`src/rtl/csba_pkg.sv`:
```
// ----------------------------------------------------------------------------
// csba_pkg: shared types and constants of the section allocator
// Command and status codes, field widths and register reset values.
// ----------------------------------------------------------------------------
`default_nettype none

package csba_pkg;

  // Fixed field widths of the request and result
  localparam int SIZE_W     = 32;
  localparam int BASE_W     = 32;
  localparam int ADDR_OUT_W = 27;
  localparam int CFG_W      = 8;

  // Reset value of the managed section count
  localparam logic [CFG_W-1:0] SECTION_COUNT_RST = 8'd128;

  typedef enum logic {
    CMD_ALLOC = 1'b0,
    CMD_FREE  = 1'b1
  } cmd_e;

  typedef enum logic [1:0] {
    ST_ALLOCATED = 2'd0,
    ST_NO_ROOM   = 2'd1,
    ST_FREED     = 2'd2
  } status_e;

  // Sequencer states, one-hot
  typedef enum logic [4:0] {
    S_IDLE  = 5'b00001,
    S_PREP  = 5'b00010,
    S_SCAN  = 5'b00100,
    S_MARK  = 5'b01000,
    S_CLEAR = 5'b10000
  } state_e;

endpackage : csba_pkg

`default_nettype wire

```
`src/rtl/csba_step.sv`:
```
// ----------------------------------------------------------------------------
// csba_step: shared increment and bound compare
// Produces a counter's next value and flags when that value reaches a bound.
// ----------------------------------------------------------------------------
`default_nettype none

module csba_step
  import csba_pkg::*;
#(
  parameter int W = 8
) (
  input  wire logic [W-1:0] a_i,
  input  wire logic [W-1:0] bound_i,
  output logic      [W-1:0] inc_o,
  output logic              reach_o
);

  logic [W:0] sum;

  // Increment with carry kept for the compare
  assign sum     = {1'b0, a_i} + {{W{1'b0}}, 1'b1};
  assign inc_o   = sum[W-1:0];
  assign reach_o = (sum >= {1'b0, bound_i});

endmodule : csba_step

`default_nettype wire

```
`src/rtl/csba_bitmap.sv`:
```
// ----------------------------------------------------------------------------
// csba_bitmap: used/free bitmap of the sections
// One bit per section, cleared by reset, one registered read and one write a
// cycle.
// ----------------------------------------------------------------------------
`default_nettype none

module csba_bitmap
  import csba_pkg::*;
#(
  parameter int DEPTH = 128,
  parameter int IW    = 7
) (
  input  wire logic          clk_i,
  input  wire logic          rst_ni,
  input  wire logic [IW-1:0] rd_idx_i,
  output logic               rd_bit_o,
  input  wire logic          wr_en_i,
  input  wire logic [IW-1:0] wr_idx_i,
  input  wire logic          wr_bit_i
);

  logic [DEPTH-1:0] used_q;
  logic             rd_bit_q;

  assign rd_bit_o = rd_bit_q;

  // Register the bit under the read index; mark or release one section a cycle
  always_ff @(posedge clk_i or negedge rst_ni) begin
    if (!rst_ni) begin
      used_q   <= '0;
      rd_bit_q <= 1'b0;
    end else begin
      rd_bit_q <= used_q[rd_idx_i];
      if (wr_en_i) begin
        used_q[wr_idx_i] <= wr_bit_i;
      end
    end
  end

endmodule : csba_bitmap

`default_nettype wire

```
`src/rtl/contiguous_section_bitmap_allocator.sv`:
```
// ----------------------------------------------------------------------------
// contiguous_section_bitmap_allocator: first-fit section allocator
// Allocates and frees contiguous runs of sections over a used/free bitmap.
// ----------------------------------------------------------------------------
// A request is taken when start_i is high and busy_o is low; busy_o then
// stays high until the request is finished, and the answer appears on
// status_o/alloc_address_o for one cycle marked by done_o, which the receiver
// cannot stall. The bitmap is walked one section per cycle, with one
// increment/compare unit for the section index and one for the run length.
// An allocation first scans from section zero until a free run of the
// needed length ends (or the whole managed count is scanned when there is
// no room), then goes back and marks the run. A free clears the sections
// of its range below the managed count. The section count register may
// only be written while busy_o is low.
// ----------------------------------------------------------------------------
`default_nettype none

module contiguous_section_bitmap_allocator
  import csba_pkg::*;
#(
  parameter int MAX_SECTIONS  = 128,
  parameter int SECTION_SHIFT = 20
) (
  input  wire logic                  clk_i,
  input  wire logic                  rst_ni,
  // Request
  input  wire logic                  start_i,
  output logic                       busy_o,
  input  wire logic                  cmd_i,
  input  wire logic [SIZE_W-1:0]     size_bytes_i,
  input  wire logic [BASE_W-1:0]     base_address_i,
  // Result
  output logic                       done_o,
  output logic [1:0]                 status_o,
  output logic [ADDR_OUT_W-1:0]      alloc_address_o,
  // Section count register
  input  wire logic                  cfg_valid_i,
  output logic                       cfg_ready_o,
  input  wire logic [CFG_W-1:0]      cfg_data_i
);

  localparam int IDX_W = (MAX_SECTIONS > 1) ? $clog2(MAX_SECTIONS) : 1;
  localparam int CNT_W = $clog2(MAX_SECTIONS + 2);
  localparam int NW    = SIZE_W + 1 - SECTION_SHIFT;
  localparam int FW    = (NW + 1 > CNT_W) ? NW + 1 : CNT_W;
  localparam int LW    = (CNT_W > CFG_W) ? CNT_W : CFG_W;

  state_e               state_q, state_d;
  logic                 done_q, done_d;
  logic [CFG_W-1:0]     section_count_q;
  cmd_e                 cmd_q, cmd_d;
  logic [SIZE_W-1:0]    size_q, size_d;
  logic [BASE_W-1:0]    base_q, base_d;
  logic [CNT_W-1:0]     limit_q, limit_d;
  logic [CNT_W-1:0]     need_q, need_d;
  logic [CNT_W-1:0]     idx_q, idx_d;
  logic [CNT_W-1:0]     run_q, run_d;
  logic [CNT_W-1:0]     start_q, start_d;
  logic [CNT_W-1:0]     end_q, end_d;
  status_e              status_q, status_d;
  logic [ADDR_OUT_W-1:0] addr_q, addr_d;

  logic                 accept;
  logic [LW-1:0]        sc_lw, lim_lw;
  logic [FW-1:0]        sec_fw, need_fw, first_fw, end_fw, limit_fw;
  logic [63:0]          addr_wide;
  logic [CNT_W-1:0]     idx_bound, idx_inc, run_inc;
  logic                 idx_reach, run_reach;
  logic                 map_bit;
  logic                 map_we, map_wbit;

  assign accept      = start_i && (state_q == S_IDLE);
  assign busy_o      = (state_q != S_IDLE);
  assign cfg_ready_o = 1'b1;

  // Effective section count, saturated to the bitmap depth
  assign sc_lw   = LW'(section_count_q);
  assign lim_lw  = (sc_lw > LW'(MAX_SECTIONS)) ? LW'(MAX_SECTIONS) : sc_lw;
  assign limit_d = CNT_W'(lim_lw);

  // Byte size rounded up to whole sections
  assign sec_fw   = FW'(size_q[SIZE_W-1:SECTION_SHIFT]) + FW'(|size_q[SECTION_SHIFT-1:0]);
  assign need_fw  = (sec_fw == '0) ? FW'(1) : sec_fw;
  assign first_fw = FW'(base_q[BASE_W-1:SECTION_SHIFT]);
  assign end_fw   = first_fw + sec_fw;
  assign limit_fw = FW'(limit_q);

  assign addr_wide = 64'(start_q) << SECTION_SHIFT;

  // Shared index step: bound is the managed count while scanning, the run end otherwise
  assign idx_bound = (state_q == S_SCAN) ? limit_q : end_q;

  csba_step #(.W(CNT_W)) u_idx_step (
    .a_i     (idx_q),
    .bound_i (idx_bound),
    .inc_o   (idx_inc),
    .reach_o (idx_reach)
  );

  csba_step #(.W(CNT_W)) u_run_step (
    .a_i     (run_q),
    .bound_i (need_q),
    .inc_o   (run_inc),
    .reach_o (run_reach)
  );

  // Read address is the next index, so the registered bit lines up with idx_q
  csba_bitmap #(.DEPTH(MAX_SECTIONS), .IW(IDX_W)) u_bitmap (
    .clk_i    (clk_i),
    .rst_ni   (rst_ni),
    .rd_idx_i (idx_d[IDX_W-1:0]),
    .rd_bit_o (map_bit),
    .wr_en_i  (map_we),
    .wr_idx_i (idx_q[IDX_W-1:0]),
    .wr_bit_i (map_wbit)
  );

  assign map_we   = (state_q == S_MARK) || (state_q == S_CLEAR);
  assign map_wbit = (state_q == S_MARK);

  // Sequencer
  always_comb begin
    state_d  = state_q;
    done_d   = 1'b0;
    cmd_d    = cmd_q;
    size_d   = size_q;
    base_d   = base_q;
    need_d   = need_q;
    idx_d    = idx_q;
    run_d    = run_q;
    start_d  = start_q;
    end_d    = end_q;
    status_d = status_q;
    addr_d   = addr_q;
    unique case (state_q)
      S_IDLE: begin
        if (start_i) begin
          cmd_d   = cmd_e'(cmd_i);
          size_d  = size_bytes_i;
          base_d  = base_address_i;
          state_d = S_PREP;
        end
      end
      S_PREP: begin
        need_d = (need_fw > FW'(MAX_SECTIONS + 1)) ? CNT_W'(MAX_SECTIONS + 1)
                                                   : CNT_W'(need_fw);
        idx_d  = '0;
        run_d  = '0;
        if (cmd_q == CMD_ALLOC) begin
          if (limit_q == '0) begin
            done_d   = 1'b1;
            status_d = ST_NO_ROOM;
            addr_d   = '0;
            state_d  = S_IDLE;
          end else begin
            state_d = S_SCAN;
          end
        end else begin
          idx_d = CNT_W'(first_fw);
          end_d = (end_fw > limit_fw) ? limit_q : CNT_W'(end_fw);
          if ((base_q == '0) || (first_fw >= limit_fw) || (sec_fw == '0)) begin
            done_d   = 1'b1;
            status_d = ST_FREED;
            addr_d   = '0;
            state_d  = S_IDLE;
          end else begin
            state_d = S_CLEAR;
          end
        end
      end
      S_SCAN: begin
        if (!map_bit && run_reach) begin
          // Run long enough: go back to its start and mark it
          idx_d   = (run_q == '0) ? idx_q : start_q;
          start_d = (run_q == '0) ? idx_q : start_q;
          end_d   = idx_inc;
          state_d = S_MARK;
        end else begin
          if (!map_bit) begin
            run_d = run_inc;
            if (run_q == '0) begin
              start_d = idx_q;
            end
          end else begin
            run_d = '0;
          end
          if (idx_reach) begin
            done_d   = 1'b1;
            status_d = ST_NO_ROOM;
            addr_d   = '0;
            state_d  = S_IDLE;
          end else begin
            idx_d = idx_inc;
          end
        end
      end
      S_MARK: begin
        if (idx_reach) begin
          done_d   = 1'b1;
          status_d = ST_ALLOCATED;
          addr_d   = addr_wide[ADDR_OUT_W-1:0];
          state_d  = S_IDLE;
        end else begin
          idx_d = idx_inc;
        end
      end
      S_CLEAR: begin
        if (idx_reach) begin
          done_d   = 1'b1;
          status_d = ST_FREED;
          addr_d   = '0;
          state_d  = S_IDLE;
        end else begin
          idx_d = idx_inc;
        end
      end
      default: begin
        state_d = S_IDLE;
      end
    endcase
  end

  // Control state
  always_ff @(posedge clk_i or negedge rst_ni) begin
    if (!rst_ni) begin
      state_q         <= S_IDLE;
      done_q          <= 1'b0;
      section_count_q <= SECTION_COUNT_RST;
    end else begin
      state_q <= state_d;
      done_q  <= done_d;
      if (cfg_valid_i && cfg_ready_o) begin
        section_count_q <= cfg_data_i;
      end
    end
  end

  // Working registers and result payload
  always_ff @(posedge clk_i) begin
    cmd_q    <= cmd_d;
    size_q   <= size_d;
    base_q   <= base_d;
    need_q   <= need_d;
    idx_q    <= idx_d;
    run_q    <= run_d;
    start_q  <= start_d;
    end_q    <= end_d;
    status_q <= status_d;
    addr_q   <= addr_d;
    if (accept) begin
      limit_q <= limit_d;
    end
  end

  assign done_o          = done_q;
  assign status_o        = status_q;
  assign alloc_address_o = addr_q;

  // A result is only shown once the sequencer is back at rest
  a_done_idle: assert property (@(posedge clk_i) disable iff (!rst_ni)
    done_o |-> !busy_o)
    else $error("result strobe while busy");

  // A taken request keeps the block busy in the next cycle
  a_accept_busy: assert property (@(posedge clk_i) disable iff (!rst_ni)
    (start_i && !busy_o) |=> busy_o)
    else $error("request taken but block not busy");

  // Only a successful allocation carries an address
  a_addr_zero: assert property (@(posedge clk_i) disable iff (!rst_ni)
    (done_o && (status_o != ST_ALLOCATED)) |-> (alloc_address_o == '0))
    else $error("address on a result that is not an allocation");

  // Bitmap is written only while a request is in progress
  a_write_busy: assert property (@(posedge clk_i) disable iff (!rst_ni)
    map_we |-> busy_o)
    else $error("bitmap write outside a request");

endmodule : contiguous_section_bitmap_allocator

`default_nettype wire

```
`config.mk`:
```
export PLATFORM = sky130hd
export DESIGN_NAME = contiguous_section_bitmap_allocator
export DESIGN_NICKNAME = d
export VERILOG_FILES = /design/src/rtl/csba_pkg.sv /design/src/rtl/csba_step.sv /design/src/rtl/csba_bitmap.sv /design/src/rtl/contiguous_section_bitmap_allocator.sv
export SDC_FILE = /design/constraint.sdc
export NUM_CORES = 1
export LEC_CHECK = 0
export CAP_MARGIN = 5
export CORE_ASPECT_RATIO = 1.4
export CORE_MARGIN = 8
export CORE_UTILIZATION = 30
export DETAILED_ROUTE_END_ITERATION = 7
export DONT_BUFFER_PORTS = 1
export HOLD_SLACK_MARGIN = 0.15
export SYNTH_ARGS = -nofsm -noshare
export SYNTH_HDL_FRONTEND = slang
export SYNTH_SLANG_ARGS = --single-unit
```
`constraint.sdc`:
```
create_clock -name clk_i -period 6.2 [get_ports clk_i]
set_input_delay 0.62 -clock clk_i [delete_from_list [all_inputs] [get_ports clk_i]]
set_output_delay 0.62 -clock clk_i [all_outputs]
set_load 0.03 [all_outputs]
```
; After elaboration in Yosys (flattened, before gate mapping)
; Index checks and enable logic that the tools add are counted.
[op_classes]
n_addsub = 4
n_lt_le_gt_ge = 9
n_eq_ne = 16
mux = 49
n_reduce_logical = 22
[ops]
columns = cell, count
row1 = $mux 27, 6
row2 = $bwmux 128, 1
row3 = $pmux 27 s4, 1
row4 = $mux 8, 12
row5 = $logic_not 32->1, 1
row6 = $pmux 8 s2, 2
row7 = $mux 5, 5
row8 = $pmux 8 s3, 1
row9 = $pmux 5 s4, 1
row10 = $reduce_or 20->1, 1
row11 = $add 8x1->9 const B, 2
row12 = $ge 9x8->1, 2
row13 = $logic_not 8->1, 2
row14 = $lt 7x8->1 const B, 2
row15 = $add 12x13->14, 1
row16 = $gt 14x8->1, 1
row17 = $logic_not 14->1, 1
row18 = $mux 2, 7
row19 = $ne 2x2->1 const B, 7
row20 = $add 12x1->13, 1
row21 = $gt 13x8->1 const B, 1
row22 = $mux 13, 1
row23 = $ge 12x8->1, 1
row24 = $gt 8x8->1 const B, 1
row25 = other kinds (26), 39
[word_totals]
register_bits = 285
in_bits = 77
output_inout_bits = 32
word_cells = 117

; Longest topological paths before layout
; Gate-level depths: netlist of the first run.
[depth]
depth_word = 8
ltp_mapped = 24
depth_no_buf = 21

; Hierarchy
; Synthesis of the first run repeated with hierarchy kept, for this count alone.
[hier_totals]
hier_cells = 1189
hier_area_um2 = 14052.2
[by_module_without_submodules]
columns = mod, instances, cells_per_inst, area_each_um2
row1 = contiguous_section_bitmap_allocator, 1, 553, 6797.8
row2 = csba_bitmap, 1, 554, 6653.9
row3 = csba_step (u_run_step), 1, 41, 305.3
row4 = csba_step (u_idx_step), 1, 41, 295.3

; Worst setup path after synthesis of the first run
; Ideal clock, no wire load.
[synth_path]
path_kind = reg-to-reg
from = register state_q[3]
to = register base_q[0] (enable)
t_arrival_ps = 4237
required_time_ps = 5694
path_slack_ps = 1457
stages_incl_launch_ff = 5
path_buffers = 1
synth_period_minus_slack_ps = 4743
path_cell_list = dfrtp_1 buf_2 nor3_1 nand3b_1 nor2_1
[synth_between]
elab_chain_cells = 2
[synth_lines]
columns = element, line
row1 = from (decl), contiguous_section_bitmap_allocator.sv:48  ; state_e state_q, state_d;
row2 = from (signal assigned), contiguous_section_bitmap_allocator.sv:230  ; state_q <= state_d;
row3 = $eq 5x1->1, contiguous_section_bitmap_allocator.sv:135  ; unique case (state_q)
row4 = $reduce_and 2->1 (no source line), n/a
row5 = to (signal assigned), contiguous_section_bitmap_allocator.sv:242  ; base_q <= base_d;
row6 = to (decl), contiguous_section_bitmap_allocator.sv:53  ; logic [BASE_W-1:0] base_q, base_d;
; No other way between the ends.
; A chain may end at the register's enable or synchronous reset.

; Final worst setup path of the first run
[layout_path]
from = register idx_q[2]
to = register u_bitmap.rd_bit_q, in the netlist u_bitmap.rd_bit_o
[layout_between]
elab_chain_cells = 7
elab_cells_between_ends = 8
classes_between = add/sub (1) / order compare (1) / mux (6)
[layout_lines]
columns = element, line
row1 = from (decl), contiguous_section_bitmap_allocator.sv:56  ; logic [CNT_W-1:0] idx_q, idx_d;
row2 = from (signal assigned), contiguous_section_bitmap_allocator.sv:244  ; idx_q <= idx_d;
row3 = $add 8x1->9, csba_step.sv:21  ; assign sum = {1'b0, a_i} + {{W{1'b0}}, 1'b1};
row4 = $ge 9x8->1, csba_step.sv:23  ; assign reach_o = (sum >= {1'b0, bound_i});
row5 = $mux 8, "contiguous_section_bitmap_allocator.sv:187, contiguous_section_bitmap_allocator.sv:198, contiguous_section_bitmap_allocator.sv:208"
row6 = $mux 8, contiguous_section_bitmap_allocator.sv:172  ; if (!map_bit && run_reach) begin
row7 = $pmux 8 s3 (*), contiguous_section_bitmap_allocator.sv:135
row8 = $bmux 1 s7 (*), csba_bitmap.sv:34  ; rd_bit_q <= used_q[rd_idx_i];
row9 = $mux 1 (implied by the code) (*), csba_bitmap.sv:34
row10 = to (signal assigned), csba_bitmap.sv:34
row11 = to (decl), csba_bitmap.sv:24  ; logic rd_bit_q;
; Every way passes the cells marked *; elsewhere a longest branch is shown, timed or not. The select of a mux whose other input is x is not followed.

==> flow_summary.yaml, run 1 <==
drt:
  routed_wl_um: 38300
  viasPerCell: 5.32
  drtPass1Iterations: 5
  drt-wirelength-per-cell_um: 19.2
  drcViolationCount: 0
  drt_first_iter_violations: 768
  antenna_left: 0
  via_count: 10600
placement:
  gp_congestion: 0.881
  dp.final_hpwl_um: 26100
  place_ws_ns: 0.684
  port_buffers: 0
  dp_cells: 1869
power_and_ir_drop:
  p_int_uw: 3810
  ir_worst_vdd_mv: 0.364
  seqPwrFrac_pct: 38.5
  power_uw: 5860
  swShare_pct: 34.9
  pwr-share-clk_pct: 34.2
  power_density_nw_per_um2: 360
  p_comb_share_pct: 27.3
  p_leak_uw: 0.00635
  switchingPower_uw: 2040
setup_path:
  path_buf_inv: 1
  crit_slowest_cell: "dfxtp_1"
  critPathLaunchType: "register"
  path_max_fanout: 28
  cp-end-kind: "register"
  max_stage_delay_ns: 0.75
  cp_cell_sequence: "nand3_1, or2_2, xnor2_1, ha_1, and3_1, a221oi_2, o21ai_2, or2_0, o2111ai_4, nand2_4, inv_2, a211oi_1, a311oi_1, o32a_1, o311ai_1, nor4_2"
  critical_path.top_delay_family: "simple AND/OR/NAND/NOR gates"
  critical_path_class: "reg2reg"
  crit_arrival_ns: 6.15
  worstPathRequired_ns: 6.65
synthesis:
  yosysTopAreaCellShare_pct: 25.1
  netlist-cell-type-count: 93
  synth_edf_count: 115
  synthArstFlopShare_pct: 54.0
  postSynthAreaPerCell_um2: 10.6
  synth_top_family_by_area: "compound AO/OA/AOI/OAI gates"
  synth_seq_cells: 265
  synthAdderAreaFrac_pct: 4.69
  yosys-top-cells-area: "dfrtp_1 (25%), edfxtp_1 (25%), o31ai_1 (6.7%)"
  muxShareOfSynthArea_pct: 4.46
  syn_inst: 1322
  yosysWarnings: 0
  yosysTopAreaCell: "dfrtp_1"
  synth-main-ff-cell: "dfrtp_1"
  synth_compound_area_share_pct: 20.9
  synthSimpleGateAreaFrac_pct: 11.3
  ys_seq_area_share_pct: 51.1
  synth-xor-area-share_pct: 2.00
  netlist_area_um2: 14000
floorplanning:
  die_x_um: 199
  die_h_um: 272
  core_area_um2: 46600
  num_rows: 94
  ios: 109
  die_area_um2: 54100
  start_util_pct: 30.2
clock_tree:
  cts_made_buffers: 30
  clk_pin_slew_ns: 0.06
  cts.sinks: 265
  cts_max_level: 1
  clk_path_buf_depth: 3
  insertion_delay_ns: 0.58
  cts-root-buf: "clkbuf_16"
  post_cts_resized: 0
  cts_tree: "built"
cells_and_area:
  finalNonFillerCells: 1991
  drive_gt1_share_pct: 9.51
  diodes: 0
  syn2layout_area_growth_pct: 15.9
  nets: 1473
sta:
  relSlewSlack_pct: 20.8
  finalSetupViolations: 0
  setup_ws_ns: 0.499
  hold_viol_final: 0
  timing.final.crit_share_pct: 92.0
  post-route-min-period_ns: 5.70
  slew_viol_final: 0
  final.setup.tns_ns: 0
  finClkSkew_ns: 0.0311
  max_freq_mhz: 175
  worst_pin_slew_ns: 1.18
  rsz0062_at_grt: "no"
grt:
  grt_pass1_wl_um: 59800
  grt_start_max_net_pins: 144
  grt_usage_pct: 13.8
  antenna_found_initial: 0
  grt_pass1_vias: 10600
  grt_overflow: 0
hold_path:
  hold_path_class: "in2reg"
job:
  maxCapViolations: 0
outcome:
  status: "finished, final reports clean"
[flip-flops by register name (all words and copies together) (netlist names), 2 cells and up]
signal           cells
status_o             2
alloc_address_o      7
start_q              8
state_q              5
base_q              32
need_q               8
limit_q              8
sc_lw                8
idx_q                8
end_q                8
run_q                8
size_q              32
u_bitmap.used_q    128
[cells by family (layout without fill, tap and decap cells)]
group | count (synthesis) | count (layout)
xor+xnor | 32 | 32
buf+inv | 164 | 190
simple gates | 312 | 312
other cells | 2 | 21
mux | 56 | 56
fa+ha+maj | 52 | 52
flops | 265 | 265
compound gates | 439 | 439
[worst paths after layout]
kind	start	end	slack, ns	cells after the start
max in group asynchronous	rst_ni	u_bitmap.used_q[80]$_DFFE_PN0P_	4.87	2
max	idx_q[2]$_DFF_P_	u_bitmap.rd_bit_o$_DFF_PN0_	0.50	16
min	cfg_data_i[1]	sc_lw[1]$_DFFE_PN0P_	0.21	1
min reg2reg	sc_lw[2]$_DFFE_PN0P_	sc_lw[2]$_DFFE_PN0P_	0.50	1
max reg2reg	idx_q[2]$_DFF_P_	u_bitmap.rd_bit_o$_DFF_PN0_	0.50	16
min in group asynchronous	rst_ni	u_bitmap.used_q[96]$_DFFE_PN0P_	0.70	2
[repair_timing]
action | in CTS | in global routing
buffers inserted | 0 | 0
hold buffers | 67 | 0
endpoints found under the hold margin | 208 | 0
[layout make-up]
cell class                 instances  area [um^2]
timing repair buffer              85          823
multi-input combinational        912         6180
fill                            4683        30300
sequential                       265         7170
tap                              624          781
clock inverter                    25          372
inverter                          50          188
clock buffer                      30          751
[metal layers]
metal / part of all wire, % / global-route usage, %
met5: 0 / 0
met4: 3.6 / 5.35
met3: 6.3 / 2.78
met2: 50 / 24.1
met1: 40 / 16.5
[cells in the mapped netlist (4+ instances only)]
| master | instances |
|---|---|
| a211o_1 | 5 |
| o211ai_1 | 8 |
| xnor2_1 | 22 |
| inv_2 | 4 |
| dfrtp_1 | 141 |
| xor2_1 | 10 |
| nand2_1 | 111 |
| a31oi_1 | 5 |
| nor3_1 | 14 |
| nor2b_1 | 19 |
| inv_1 | 46 |
| nor2_1 | 36 |
| dfxtp_1 | 7 |
| nand3_1 | 39 |
| and3_1 | 11 |
| nand2b_1 | 9 |
| o21ai_0 | 168 |
| o21a_1 | 10 |
| a21oi_1 | 34 |
| mux2_2 | 18 |
| o221ai_1 | 4 |
| a211oi_1 | 9 |
| a22oi_1 | 6 |
| or3_1 | 4 |
| a21o_1 | 12 |
| nor4_1 | 20 |
| and2_1 | 12 |
| buf_4 | 26 |
| nand4_1 | 16 |
| a311oi_1 | 5 |
| clkbuf_1 | 68 |
| mux2i_1 | 33 |
| buf_2 | 14 |
| edfxtp_1 | 115 |
| a22o_1 | 4 |
| o31ai_1 | 125 |
| ha_1 | 51 |
[power groups by stage]
stage | Combinational [uW] | Sequential, uW | Clock, uW
5_1_grt | 1760 | 2280 | 2100
4_1_cts | 1590 | 2250 | 2040
3_3_place_gp | 1520 | 2280 | 0
2_1_floorplan | 1250 | 2190 | 0
3_5_place_dp | 1530 | 2280 | 0
6_report | 1600 | 2250 | 2000
[per-stage QoR]
stage | utilization [%] | area (um^2) | hold slack [ns]
floorplan | - | 14100 | 0.324
global placement | 31.0 | 14500 | 0.345
detailed placement | 31.0 | 14500 | 0.344
CTS | 34.9 | 16300 | 0.186
global route | 34.9 | 16300 | 0.190
finish | 34.9 | 16300 | 0.209
[cells in the final DEF (no fill, tap or decap), types with 5 or more instances in the layout]
master / n
o21ai_0: 167
dfrtp_1: 141
o31ai_1: 125
edfxtp_1: 115
nand2_1: 111
dlygate4sd3_1: 66
ha_1: 51
inv_1: 46
nand3_1: 39
nor2_1: 35
a21oi_1: 34
mux2i_1: 33
clkbuf_16: 30
xnor2_1: 22
conb_1: 21
nor4_1: 19
nor2b_1: 19
mux2_2: 18
buf_4: 18
nand4_1: 16
nor3_1: 14
and2_1: 12
a21o_1: 12
and3_1: 11
xor2_1: 10
o21a_1: 10
nand2b_1: 9
a211oi_1: 9
o211ai_1: 8
bufinv_16: 8
dfxtp_1: 7
a22oi_1: 6
a31oi_1: 5
a211o_1: 5
a311oi_1: 5
inv_6: 5
clkinv_2: 5
clkinvlp_4: 5
Note: power is estimated with default switching activity, not from simulation.
==> inputs of run 2 (changes only) <==
--- a/config.mk
+++ b/config.mk
@@ -8,7 +8,7 @@
 export CAP_MARGIN = 5
 export CORE_ASPECT_RATIO = 1.4
 export CORE_MARGIN = 8
-export CORE_UTILIZATION = 30
+export CORE_UTILIZATION = 40
 export DETAILED_ROUTE_END_ITERATION = 7
 export DONT_BUFFER_PORTS = 1
 export HOLD_SLACK_MARGIN = 0.15
==> run 2 against run 1 <==
Net effect: clock skew down 0.023 ns; core utilization up 11 points; power down 3.2%; fmax up 6.5%; via count down 0.57%; largest power group unchanged.
==> flow_summary.yaml, run 2 (synthesized netlist as in run 1, its figures left out) <==
power_and_ir_drop:
  ir_worst_vdd_mv: 0.258
  p_leak_uw: 0.00628
  power_density_nw_per_um2: 356
cells_and_area:
  finalNonFillerCells: 1820
  largest_reg_flops: 128
  drive_gt1_share_pct: 8.87
  layout.cells.most_common: "o21ai_0"
  layout_common_cells: "o21ai_0 (168), dfrtp_1 (141), o31ai_1 (125)"
  top_register: "u_bitmap.used_q"
  top_regs: "u_bitmap.used_q x128, base_q x32, size_q x32"
  nets: 1471
  syn2layout_area_growth_pct: 13.3
  diodes: 0
setup_path:
  critical_path_class: "reg2reg"
  cp-startpoint: "state_q[2]$_DFFE_PN0P_"
  crit_arrival_ns: 5.82
  max_stage_delay_ns: 0.53
  cp-end-kind: "register"
  crit_slowest_cell: "dfrtp_1"
  cp_cell_sequence: "nor3b_2, and2_4, mux2i_1, ha_1, a21o_1, a221oi_2, o21ai_2, or2_0, o2111ai_4, nand2_4, inv_2, a211oi_1, a311oi_1, o32a_1, o311ai_1, nor4_2"
  r2r-start: "state_q[2]$_DFFE_PN0P_"
  worstPathRequired_ns: 6.67
  reg2reg_depth: 16
  path_max_fanout: 33
  critPathLaunchType: "register"
drt:
  drtPass1Iterations: 5
  drt_first_iter_violations: 932
  routed_wl_um: 38400
  viasPerCell: 5.79
  via_count: 10500
  antenna_left: 0
  drt-wirelength-per-cell_um: 21.1
  drcViolationCount: 0
floorplanning:
  num_rows: 81
  die_h_um: 238
  ios: 109
  die_x_um: 174
  core_area_um2: 34800
  start_util_pct: 40.4
  die_area_um2: 41400
placement:
  port_buffers: 0
  gp_congestion: 0.899
  dp_cells: 1701
  dp.final_hpwl_um: 25500
sta:
  worst_pin_slew_ns: 1.16
  relSlewSlack_pct: 22.0
  final.setup.tns_ns: 0
  hold_viol_final: 0
  max_freq_mhz: 187
  post-route-min-period_ns: 5.35
  rsz0062_at_grt: "no"
  timing.final.crit_share_pct: 86.4
  finalSetupViolations: 0
  finClkSkew_ns: 0.00821
  slew_viol_final: 0
hold_path:
  hp-start: "cfg_data_i[0]"
  hold_path_class: "in2reg"
  min_path_cells: 1
clock_tree:
  cts_made_buffers: 28
  cts.sinks: 265
  cts_tree: "built"
  cts_max_level: 1
  insertion_delay_ns: 0.56
  cts-root-buf: "clkbuf_16"
  clk_path_buf_depth: 3
  post_cts_resized: 0
  clk_pin_slew_ns: 0.06
job:
  maxCapViolations: 0
grt:
  grt_pass1_vias: 10700
  antenna_found_initial: 0
  grt_start_max_net_pins: 144
  grt_pass1_wl_um: 60600
  grt_overflow: 0
  grt_usage_pct: 18.3
outcome:
  status: "finished, final reports clean"
-- run 2: changes by cell type in the layout (fill, tap and decap cells not counted), sizes merged --
cell,change
clkbuf,+2
bufinv,-3
inv,-2
-- run 2: path summary, 6_finish.rpt --
kind | to | slack (ns)
worst min register to register | sc_lw[5]$_DFFE_PN0P_ | 0.50
worst max register to register | u_bitmap.rd_bit_o$_DFF_PN0_ | 0.85
min in group asynchronous | u_bitmap.used_q[70]$_DFFE_PN0P_ | 0.69
worst min-delay path | sc_lw[0]$_DFFE_PN0P_ | 0.21
max in group asynchronous | u_bitmap.used_q[105]$_DFFE_PN0P_ | 4.87
worst max-delay path | u_bitmap.rd_bit_o$_DFF_PN0_ | 0.85
-- run 2: cell type report --
| type | count | area (um^2) |
|---|---|---|
| multi-input combinational | 912 | 6180 |
| timing repair buffer | 85 | 823 |
| clock buffer | 32 | 737 |
| tap | 456 | 571 |
| inverter | 50 | 188 |
| clock inverter | 20 | 241 |
| fill | 3173 | 18800 |
| sequential | 265 | 7170 |
-- run 2: per-stage QoR --
step           cell area [um^2]  setup WS [ns]  hold WS (ns)  total power (uW)  utilization, %
4_1_cts                   15900          0.925         0.187              5690            45.8
2_1_floorplan             14100           1.46         0.324              3440               -
3_3_place_gp              14300           1.05         0.338              3810            41.0
6_report                  15900          0.846         0.212              5670            45.8
3_5_place_dp              14300          0.927         0.338              3830            41.0
5_1_grt                   15900          0.441         0.189              5960            45.8
-- run 2: timing repair --
item | in CTS | in global routing
hold buffers | 67 | 0
setup buffers | 0 | 0
hold endpoints to repair | 208 | 0
-- run 2: power by group --
| part | switching (uW) | internal (uW) | total (uW) |
|---|---|---|---|
| clock | 728 | 1070 | 1790 |
| sequential | 185 | 2050 | 2240 |
| combinational | 1110 | 535 | 1650 |
-- run 2: metal layers --
metal	wire length, um	global-route usage [%]	up-vias	part of all wire [%]
met4	1610	8.21	0	4.2
met2	19100	32.2	364	50
li1	-	-	4945	-
met1	15300	21.1	5139	40
met5	0	0	-	0
met3	2390	3.49	91	6.2
-- run 2: worst max-delay path: cells and delay by family (launching register included) --
kind	cells	cell delay, ns
compound gates	8	1.98
fa+ha+maj	1	0.26
buf+inv	1	0.51
flops	1	0.53
mux	1	0.25
simple gates	5	1.71
==> inputs of run 3 (changes only) <==
--- a/config.mk
+++ b/config.mk
@@ -5,6 +5,7 @@
 export SDC_FILE = /design/constraint.sdc
 export NUM_CORES = 1
 export LEC_CHECK = 0
+export ABC_AREA = 1
 export CAP_MARGIN = 5
 export CORE_ASPECT_RATIO = 1.4
 export CORE_MARGIN = 8
@@ -12,6 +13,7 @@
 export DETAILED_ROUTE_END_ITERATION = 7
 export DONT_BUFFER_PORTS = 1
 export HOLD_SLACK_MARGIN = 0.15
+export PLACE_DENSITY_LB_ADDON = 0.2
 export SYNTH_ARGS = -nofsm -noshare
 export SYNTH_HDL_FRONTEND = slang
 export SYNTH_SLANG_ARGS = --single-unit
==> run 3 against run 2 <==
Net effect: non-clock buffer count down 4; fmax up 12%; die area up 3.5%; critical endpoint is now end_q[7]$_DFFE_PP_.
==> flow_summary.yaml, run 3 <==
grt:
  grt_pass1_wl_um: 62500
  grt_pass1_vias: 11400
  grt_start_max_net_pins: 144
  antenna_found_initial: 0
  grt_overflow: 0
  grt_usage_pct: 18.2
sta:
  max_freq_mhz: 210
  relSlewSlack_pct: 28.0
  timing.final.crit_share_pct: 76.9
  slew_viol_final: 0
  rsz0062_at_grt: "no"
  hold_viol_final: 0
  setup_ws_ns: 1.43
  finClkSkew_ns: 0.0179
  post-route-min-period_ns: 4.77
  finalSetupViolations: 0
  final.setup.tns_ns: 0
  worst_pin_slew_ns: 1.08
drt:
  via_count: 11000
  viasPerCell: 5.09
  drt-wirelength-per-cell_um: 17.9
  routed_wl_um: 38600
  drt_first_iter_violations: 702
  antenna_left: 0
  drtPass1Iterations: 5
  drcViolationCount: 0
setup_path:
  cp-end-kind: "register"
  max_stage_delay_ns: 0.36
  critPathCapture: "end_q[7]$_DFFE_PP_"
  r2r_slack_ns: 1.43
  crit_path_frequent_cell: "a21oi_1"
  r2r-start: "size_q[13]$_DFFE_PP_"
  path_max_fanout: 12
  critPathLaunchType: "register"
  critical_path_class: "reg2reg"
  worstPathRequired_ns: 6.61
  rr_endpoint: "end_q[7]$_DFFE_PP_"
  reg2reg_depth: 25
  crit_slowest_cell: "edfxtp_1"
  cp-startpoint: "size_q[13]$_DFFE_PP_"
  crit_arrival_ns: 5.18
cells_and_area:
  finalNonFillerCells: 2159
  largest_reg_flops: 128
  layout_common_cells: "inv_1 (267), nand2_1 (231), nand3_1 (195)"
  nets: 1803
  diodes: 0
  syn2layout_area_growth_pct: 13.8
  top_register: "u_bitmap.used_q"
  top_regs: "u_bitmap.used_q x128, base_q x32, size_q x32"
  layout.cells.most_common: "inv_1"
  drive_gt1_share_pct: 6.54
synthesis:
  yosysWarnings: 0
  yosys-top-cells-area: "dfrtp_1 (24%), edfxtp_1 (24%), inv_1 (6.9%)"
  postSynthAreaPerCell_um2: 8.96
  synth.most_common_cell: "inv_1"
  synth_edf_count: 115
  yosysTopAreaCellShare_pct: 24.2
  syn_inst: 1627
  netlist-cell-type-count: 60
  synth_common_cells: "inv_1 (268), nand2_1 (232), nand3_1 (195)"
  netlist_area_um2: 14600
  synth_seq_cells: 265
  synth-main-ff-cell: "dfrtp_1"
  synthArstFlopShare_pct: 54.0
  yosysTopAreaCell: "dfrtp_1"
  ys_seq_area_share_pct: 49.2
floorplanning:
  core_area_um2: 35900
  ios: 109
  die_x_um: 177
  num_rows: 82
  die_area_um2: 42900
  die_h_um: 242
  start_util_pct: 40.6
clock_tree:
  insertion_delay_ns: 0.57
  cts_max_level: 1
  cts.sinks: 265
  cts_tree: "built"
  postCtsSetupRepairBufs: 0
  cts_made_buffers: 29
  clk_pin_slew_ns: 0.07
  post_cts_resized: 0
  clk_path_buf_depth: 3
  cts-root-buf: "clkbuf_16"
placement:
  gp_congestion: 0.875
  dp.final_hpwl_um: 25700
  dp_cells: 2036
  place_ws_ns: 1.38
  port_buffers: 0
power_and_ir_drop:
  swShare_pct: 39.9
  ir_worst_vdd_mv: 0.312
  p_leak_uw: 0.00733
  p_comb_share_pct: 37.9
  power_density_nw_per_um2: 400
  seqPwrFrac_pct: 33.5
  power_uw: 6640
  p_int_uw: 3990
  pwr-share-clk_pct: 28.7
  switchingPower_uw: 2650
job:
  maxCapViolations: 0
outcome:
  status: "finished, final reports clean"
hold_path:
  hold_path_class: "in2reg"
-- run 3: final cells by class --
class | count | area (um^2)
clock buffer | 30 | 729
sequential | 265 | 7170
tap | 462 | 578
clock inverter | 24 | 327
inverter | 277 | 1050
timing repair buffer | 81 | 811
multi-input combinational | 1020 | 5930
fill | 3494 | 19300
-- run 3: cells by family (layout without fill, tap and decap cells) --
family / after synthesis / in the layout / share of synthesized area, %
xor gates and xnor gates: 24 / 24 / 1.44
DFF: 265 / 265 / 49.2
and+or+nand+nor: 666 / 666 / 20.8
muxes: 97 / 97 / 6.68
other: 2 / 21 / 0.0515
adders and majority gates: 52 / 52 / 4.51
buffers and inverters: 361 / 412 / 10.7
AOI/OAI and AO/OA: 160 / 160 / 6.62
-- run 3: repair_timing --
| item | CTS | global route |
|---|---|---|
| endpoints found under the hold margin | 216 | 0 |
| hold buffers | 69 | 0 |
| setup endpoints to repair | 0 | 0 |
-- run 3: how the worst min path moves through the flow --
stage	slack, ns	to	from	cells past startpoint
3_5_place_dp	0.34	u_bitmap.used_q[22]$_DFFE_PN0P_	rst_ni	0
5_1_grt	0.17	sc_lw[4]$_DFFE_PN0P_	cfg_data_i[4]	2
4_1_cts	0.16	sc_lw[2]$_DFFE_PN0P_	cfg_valid_i	2
6_report	0.17	sc_lw[0]$_DFFE_PN0P_	cfg_valid_i	2
2_1_floorplan	0.32	done_o$_DFF_PN0_	rst_ni	0
3_3_place_gp	0.34	u_bitmap.used_q[16]$_DFFE_PN0P_	rst_ni	0
-- run 3: routing by layer --
metal  track usage, %  up-vias  routed length, um
li1                 -     5415                  -
met1             21.1     5205              15400
met2             32.4      284              19900
met3             2.99       89               1900
met4             7.42        0               1450
met5                0        -                  0
-- run 3: worst max-delay path: cells and delay by family (launching register included) --
kind                       cells  cell delay [ns]
and+or+nand+nor                8             1.14
AOI/OAI and AO/OA             10             1.34
xor gates and xnor gates       2             0.55
buffers and inverters          1             0.21
adders and majority gates      4             1.02
DFF                            1             0.36
-- run 3: through the flow --
stage | utilization, % | area [um^2] | hold slack (ns)
after global routing | 46.2 | 16600 | 0.170
final | 46.2 | 16600 | 0.175
after floorplan | - | 14700 | 0.324
after global placement | 41.3 | 14800 | 0.342
after CTS | 46.2 | 16600 | 0.155
after detailed placement | 41.3 | 14800 | 0.340
-- run 3: power by group through the flow --
stage | Combinational (uW) | Clock (uW) | Sequential (uW)
final | 2510 | 1900 | 2220
after global routing | 2820 | 2010 | 2240
after CTS | 2540 | 1940 | 2220
after detailed placement | 2470 | 0 | 2250
after global placement | 2470 | 0 | 2250
after floorplan | 1910 | 0 | 2180
